$ cat config.mk
export PLATFORM = sky130hd
export DESIGN_NAME = home_bus_frame_receiver_decoder_core
export DESIGN_NICKNAME = d
export VERILOG_FILES = /design/src/rtl/hbfrd_pkg.sv /design/src/rtl/hbfrd_decode.sv /design/src/rtl/home_bus_frame_receiver_decoder_core.sv
export SDC_FILE = /design/constraint.sdc
export NUM_CORES = 1
export LEC_CHECK = 0
export ABC_AREA = 0
export CORE_MARGIN = 10
export CORE_UTILIZATION = 61
export DETAILED_ROUTE_END_ITERATION = 8
export DONT_BUFFER_PORTS = 1
export HOLD_SLACK_MARGIN = 0.12
export PLACE_DENSITY = 0.77
export SLEW_MARGIN = 20
export SYNTH_ARGS = -nofsm -noshare
export SYNTH_HDL_FRONTEND = slang
export SYNTH_SLANG_ARGS = --single-unit
$ cat constraint.sdc
create_clock -name clock -period 3.9 [get_ports clock]
set_clock_uncertainty 0.15 [all_clocks]
set_input_delay 0.78 -clock clock [delete_from_list [all_inputs] [get_ports clock]]
set_output_delay 0.78 -clock clock [all_outputs]
set_load 0.05 [all_outputs]
$ cat src/rtl/hbfrd_pkg.sv
// ----------------------------------------------------------------------------
// hbfrd_pkg
// Shared constants and types for the home bus frame receiver and decoder.
// ----------------------------------------------------------------------------
package hbfrd_pkg;

   // frame bytes on the bus
   localparam logic [7:0] START_BYTE   = 8'hA8;
   localparam logic [7:0] END_BYTE     = 8'hA3;
   localparam logic [7:0] TYPE_COMMAND = 8'h12;
   localparam logic [7:0] TYPE_STATUS  = 8'h15;
   localparam logic [7:0] STATE_MARK   = 8'hB8;
   localparam logic [7:0] ACK_BYTE     = 8'hA5;

   // number of captured bytes between start and end
   localparam int FRAME_LEN = 5;

   // event kinds
   localparam logic [1:0] EV_NO_MATCH     = 2'd0;
   localparam logic [1:0] EV_COMMAND      = 2'd1;
   localparam logic [1:0] EV_STATUS_REQ   = 2'd2;
   localparam logic [1:0] EV_STATE_CHANGE = 2'd3;

   // configuration register indexes
   localparam logic CSR_OWN_ADDRESS = 1'b0;
   localparam logic CSR_WATCH_MODE  = 1'b1;

   // captured frame bytes 1 to 5, byte 1 at index 0
   typedef logic [FRAME_LEN-1:0][7:0] frame_bytes_type;

   // one result item, event_kind in the lowest bits
   typedef struct packed {
      logic       send_ack;
      logic [7:0] command_value;
      logic [3:0] sub_address;
      logic [1:0] event_kind;
   } result_type;

endpackage

$ cat src/rtl/hbfrd_decode.sv
// ----------------------------------------------------------------------------
// hbfrd_decode
// Frame check and decode on the end byte: checksum, address match, event kind.
// ----------------------------------------------------------------------------
module hbfrd_decode (
   input  hbfrd_pkg::frame_bytes_type frame_bytes,
   input  logic [7:0]                 end_byte,
   input  logic [3:0]                 own_address,
   input  logic                       watch_mode,
   output hbfrd_pkg::result_type      result
);
   import hbfrd_pkg::*;

   logic [7:0] check;
   logic       frame_good;

   // checksum over bytes 1 to 4 against byte 5
   assign check      = frame_bytes[0] ^ frame_bytes[1] ^ frame_bytes[2] ^ frame_bytes[3];
   assign frame_good = (end_byte == END_BYTE) && (check == frame_bytes[4]);

   // event selection
   always_comb begin
      result = '0;
      if (frame_good) begin
         if (watch_mode) begin
            if (frame_bytes[0] == STATE_MARK && frame_bytes[1][7:4] == own_address) begin
               result.event_kind    = EV_STATE_CHANGE;
               result.sub_address   = frame_bytes[1][3:0];
               result.command_value = frame_bytes[3];
            end
         end else if (frame_bytes[0][7:4] == own_address) begin
            if (frame_bytes[2] == TYPE_COMMAND) begin
               result.event_kind    = EV_COMMAND;
               result.sub_address   = frame_bytes[0][3:0];
               result.command_value = frame_bytes[3];
               result.send_ack      = 1'b1;
            end else if (frame_bytes[2] == TYPE_STATUS) begin
               result.event_kind  = EV_STATUS_REQ;
               result.sub_address = frame_bytes[0][3:0];
            end
         end
      end
   end

endmodule

$ cat src/rtl/home_bus_frame_receiver_decoder_core.sv
// A frame-end item's result item is registered and is offered in the cycle after acceptance.
// Throughput: one item per cycle; a byte that ends a frame waits only while the
// result register is full and not being taken.
// Reset: synchronous, active high; clears the frame position, result valid and
// the configuration registers. Captured frame bytes are not reset.
// ----------------------------------------------------------------------------
// home_bus_frame_receiver_decoder_core
// Hunts for a home bus frame in the received byte stream, captures it and
// reports one decoded result item per frame end.
// ----------------------------------------------------------------------------
module home_bus_frame_receiver_decoder_core (
   input  logic        clock,
   input  logic        reset,
   // configuration port
   input  logic        csr_we,
   input  logic        csr_addr,
   input  logic [3:0]  csr_wdata,
   // received bytes
   input  logic        req_tvalid,
   output logic        req_tready,
   input  logic [7:0]  req_tdata,   // [7:0] rx_byte
   // decoded results
   output logic        rsp_tvalid,
   input  logic        rsp_tready,
   output logic [15:0] rsp_tdata    // [1:0] event_kind, [5:2] sub_address,
                                    // [13:6] command_value, [14] send_ack
);
   import hbfrd_pkg::*;

   localparam logic [2:0] POS_HUNT  = 3'd0;
   localparam logic [2:0] POS_FIRST = 3'd1;
   localparam logic [2:0] POS_LAST  = 3'd5;
   localparam logic [2:0] POS_END   = 3'd6;

   logic [3:0]      own_address_ff, own_address_in;
   logic            watch_mode_ff, watch_mode_in;
   logic [2:0]      position_ff, position_in;
   frame_bytes_type frame_bytes_ff, frame_bytes_in;
   logic            out_valid_ff, out_valid_in;
   result_type      out_data_ff, out_data_in;
   result_type      decoded;
   logic            accept;
   logic            at_end;

   // configuration registers
   always_comb begin
      own_address_in = own_address_ff;
      watch_mode_in  = watch_mode_ff;
      if (csr_we) begin
         case (csr_addr)
            CSR_OWN_ADDRESS: own_address_in = csr_wdata;
            CSR_WATCH_MODE:  watch_mode_in  = csr_wdata[0];
            default:         own_address_in = own_address_ff;
         endcase
      end
   end

   // handshake: only an end byte needs room in the result register
   assign at_end     = (position_ff == POS_END);
   assign req_tready = !at_end || !out_valid_ff || rsp_tready;
   assign accept     = req_tvalid && req_tready;

   hbfrd_decode u_decode (
      .frame_bytes (frame_bytes_ff),
      .end_byte    (req_tdata),
      .own_address (own_address_ff),
      .watch_mode  (watch_mode_ff),
      .result      (decoded)
   );

   // frame position and byte capture
   always_comb begin
      position_in    = position_ff;
      frame_bytes_in = frame_bytes_ff;
      if (accept) begin
         case (position_ff) inside
            [POS_FIRST:POS_LAST]: begin
               frame_bytes_in[position_ff - POS_FIRST] = req_tdata;
               position_in = position_ff + 3'd1;
            end
            POS_END: position_in = POS_HUNT;
            default: position_in = (req_tdata == START_BYTE) ? POS_FIRST : POS_HUNT;
         endcase
      end
   end

   // result register
   always_comb begin
      out_valid_in = out_valid_ff && !rsp_tready;
      out_data_in  = out_data_ff;
      if (accept && at_end) begin
         out_valid_in = 1'b1;
         out_data_in  = decoded;
      end
   end

   always_ff @(posedge clock) begin
      if (reset) begin
         own_address_ff <= '0;
         watch_mode_ff  <= 1'b0;
         position_ff    <= POS_HUNT;
         out_valid_ff   <= 1'b0;
      end else begin
         own_address_ff <= own_address_in;
         watch_mode_ff  <= watch_mode_in;
         position_ff    <= position_in;
         out_valid_ff   <= out_valid_in;
      end
   end

   // payload registers
   always_ff @(posedge clock) begin
      frame_bytes_ff <= frame_bytes_in;
      out_data_ff    <= out_data_in;
   end

   assign rsp_tvalid = out_valid_ff;
   assign rsp_tdata  = {1'b0, out_data_ff};

endmodule

==> results.tsv <==
stage	metric	value	unit
synthesis	ys_seq_area_frac	0.6432	
placed_design	place_congestion	0.8478	
power_and_ir_drop	p_int	976.0	uW
critical_path	crit_arrival	2.63	ns
synthesis	yosys.area.top_type	edfxtp_1	
synthesis	syn_inst	196	
clock_tree	post_cts_buffers	0	
sta	tightest_slew	0.6951	ns
sta	period_share	0.7229	
floorplan	start_util	0.6408	
critical_path	path_max_fanout	9	
clock_tree	cts_tree	built	
global_routing	antenna_found_initial	0	
synthesis	avgSynthCellArea	14.53	sq um
placed_design	numPortBuffers	0	
floorplan	dieArea	7801	sq um
synthesis	synth_area	2848	sq um
route	drc	0	
global_routing	grt_max_degree	16	
clock_tree	cts_hold_buf	0	
sta	rsz0062_at_grt	false	
critical_path	cp_cell_sequence	inv_1 > ha_1 > nand4b_1 > buf_4 > nand2_1 > nor2_1 > nand2_1 > nor2_1	
power_and_ir_drop	seq_power_share	0.613	
job	cap_violations	0	
cells_and_area	final_cell_area	3084	sq um
power_and_ir_drop	irDropWorstVdd	385.1	uV
outcome	run_status	completed	
power_and_ir_drop	p_leak	1.103	nW
cells_and_area	drive_gt1_frac	0.08920	
global_routing	track_usage	0.1407	
clock_tree	clkTransAtPathRegs	0.07	ns
route	drt_iter0_drc	112	
route	ant_nets	0	
sta	fmax	354.7	MHz
sta	maxSlewHeadroom	0.5331	
critical_path	cp.required	3.71	ns
synthesis	syn-num-nets	218	
critical_path	setup.worst_path.end_class	flip-flop	
cells_and_area	areaGrowthSynthToFinish	8.304	%
synthesis	synth_seq_cells	64	
global_routing	grt_pass1_wl	8066	um
route	wl_per_cell	19.57	um
power_and_ir_drop	clockPowerShare	0.373	
floorplan	dieWidth	88.33	um
floorplan	fp.dieH	88.33	um
sta	setup-violations-final	0	
floorplan	core_area	4444	sq um
power_and_ir_drop	p_sw	239.3	uW
placed_design	dpl.hpwl	3987	um
route	vias_per_cell	5.932	
clock_tree	cts_resized	0	
synthesis	synth_area_leaders	edfxtp_1 (58%), xnor2_1 (7.7%), dfxtp_1 (6.3%)	
clock_tree	clock_latency	0.33	ns
floorplan	rows	24	
synthesis	synth_top_cell_area_share	0.5800	
synthesis	async_reset_ff_frac	0	
clock_tree	htree_levels	3	
global_routing	overflow	0	
route	vias	1572	
synthesis	synth_enable_flop_cells	55	
route	firstDrtPassIters	4	
clock_tree	cts_buffer_depth	2	
power_and_ir_drop	p_per_area	394.0	nW/um^2
cells_and_area	antenna_cells	0	
sta	finalCriticalPeriod	2.819	ns
synthesis	ys_warn_count	0	
synthesis	ys_types	36	
power_and_ir_drop	swShare	0.1969	
min_path	holdCritPathClass	in2reg	
sta	slew_viol_final	0	
critical_path	worst_setup_path_start_kind	flip-flop	
clock_tree	root_buffer	clkbuf_8	
sta	tns	0	ns
cells_and_area	fill_cells	309	
clock_tree	cts.sinks	64	
critical_path	crit_slowest_cell	nor2_1	
floorplan	design.portCount	36	
clock_tree	cts_buffers	9	
route	totalWireLength	5187	um
critical_path	crit_type	reg2reg	
placed_design	placed_area	2928	sq um
synthesis	synth-main-ff-cell	edfxtp_1	
power_and_ir_drop	power_frac_comb	0.013	
critical_path	slowest_delay	0.53	ns
cells_and_area	nNetsFinal	230	
global_routing	grt_pass1_vias	1561	
sta	hold_viol	0	
cell type report:
| class | count | area, sq um | area share |
|---|---|---|---|
| multi-input cells | 125 | 978.4 | 0.3172 |
| clock buffers | 12 | 135.1 | 0.04381 |
| well taps | 52 | 65.06 | 0.02110 |
| flip-flops and latches | 64 | 1832 | 0.5939 |
| inverters | 2 | 7.507 | 0.002434 |
| repair buffers | 6 | 45.04 | 0.01460 |
| clock inverters | 4 | 21.27 | 0.006897 |
layout by cell type (no fill, tap or decap), types with 6 or more instances in the layout:
cell	Yosys	layout
clkbuf_8	0	9
nand3_1	6	6
edfxtp_1	55	55
nand2_1	10	10
buf_4	1	6
xnor3_1	8	8
xnor2_1	25	25
dfxtp_1	9	9
and3_1	11	11
nor2_1	14	14
a21oi_1	6	6
path summary, 6_finish.rpt:
kind	start	endpoint	slack, ns	depth (start not counted)
hold reg to reg	watch_mode_ff$_SDFFE_PP0P_	watch_mode_ff$_SDFFE_PP0P_	0.35	2
setup reg to reg	position_ff[0]$_SDFFE_PP0N_	frame_bytes_ff[0]$_DFFE_PP_	1.08	8
hold / removal	reset	own_address_ff[3]$_SDFFE_PP0P_	0.35	1
setup / recovery	position_ff[0]$_SDFFE_PP0N_	frame_bytes_ff[0]$_DFFE_PP_	1.08	8
metrics by stage:
step / std cells / setup slack, ns / total power, mW / utilization / hold slack, ns
2_1_floorplan: 196 / 0.8731 / 0.7753 / - / 0.2999
3_3_place_gp: 249 / 1.316 / 0.7750 / 0.6588 / 0.3297
3_5_place_dp: 249 / 1.114 / 0.7760 / 0.6588 / 0.3453
4_1_cts: 265 / 1.102 / 1.224 / 0.6940 / 0.3486
5_1_grt: 265 / 0.8713 / 1.261 / 0.6940 / 0.3364
6_report: 265 / 1.081 / 1.215 / 0.6940 / 0.3540
metal layers:
metal  share of wire  wire (um)  track usage  vias up
met3           0.069        357      0.05974       14
met2            0.47       2447       0.2143       64
met5               0          0            0        -
li1                -          -            -      743
met1            0.44       2277       0.1715      751
met4           0.020        104      0.06167        0
sequential cells by signal (all words and copies together), names as in the netlist:
signal,cells
position_ff,3
frame_bytes_ff,40
watch_mode_ff,1
own_address_ff,4
rsp_tdata,15
rsp_tvalid,1
critical path: cells and delay by family, from the launching register on:
kind / cells / cell delay (ns)
adder cells (fa/ha/maj): 1 / 0.25
buffers and inverters: 2 / 0.37
flip-flops: 1 / 0.49
AND/OR/NAND/NOR: 5 / 1.18
cells by family (layout without fill, tap and decap cells):
group | Yosys count | in the layout | synth area share
DFF | 64 | 64 | 0.6432
AOI/OAI and AO/OA | 15 | 15 | 0.03208
muxes | 4 | 4 | 0.01406
adders and majority gates | 4 | 4 | 0.01758
other | 1 | 1 | 0.001317
xor gates and xnor gates | 33 | 33 | 0.1402
buffers and inverters | 7 | 24 | 0.01318
and+or+nand+nor | 68 | 68 | 0.1384
power groups by stage:
| stage | logic (mW) | registers, mW | clock network, mW |
|---|---|---|---|
| floorplan | 0.0166 | 0.759 | 0 |
| global placement | 0.0154 | 0.760 | 0 |
| detailed placement | 0.0162 | 0.760 | 0 |
| CTS | 0.0162 | 0.745 | 0.462 |
| global route | 0.0177 | 0.745 | 0.499 |
| finish | 0.0163 | 0.745 | 0.454 |
synth_stat cells (6+ instances only):
| cell | count |
|---|---|
| a21oi_1 | 6 |
| xnor2_1 | 25 |
| nor2_1 | 14 |
| edfxtp_1 | 55 |
| dfxtp_1 | 9 |
| and3_1 | 11 |
| xnor3_1 | 8 |
| nand3_1 | 6 |
| nand2_1 | 10 |
(Power assumes the default switching activity.)
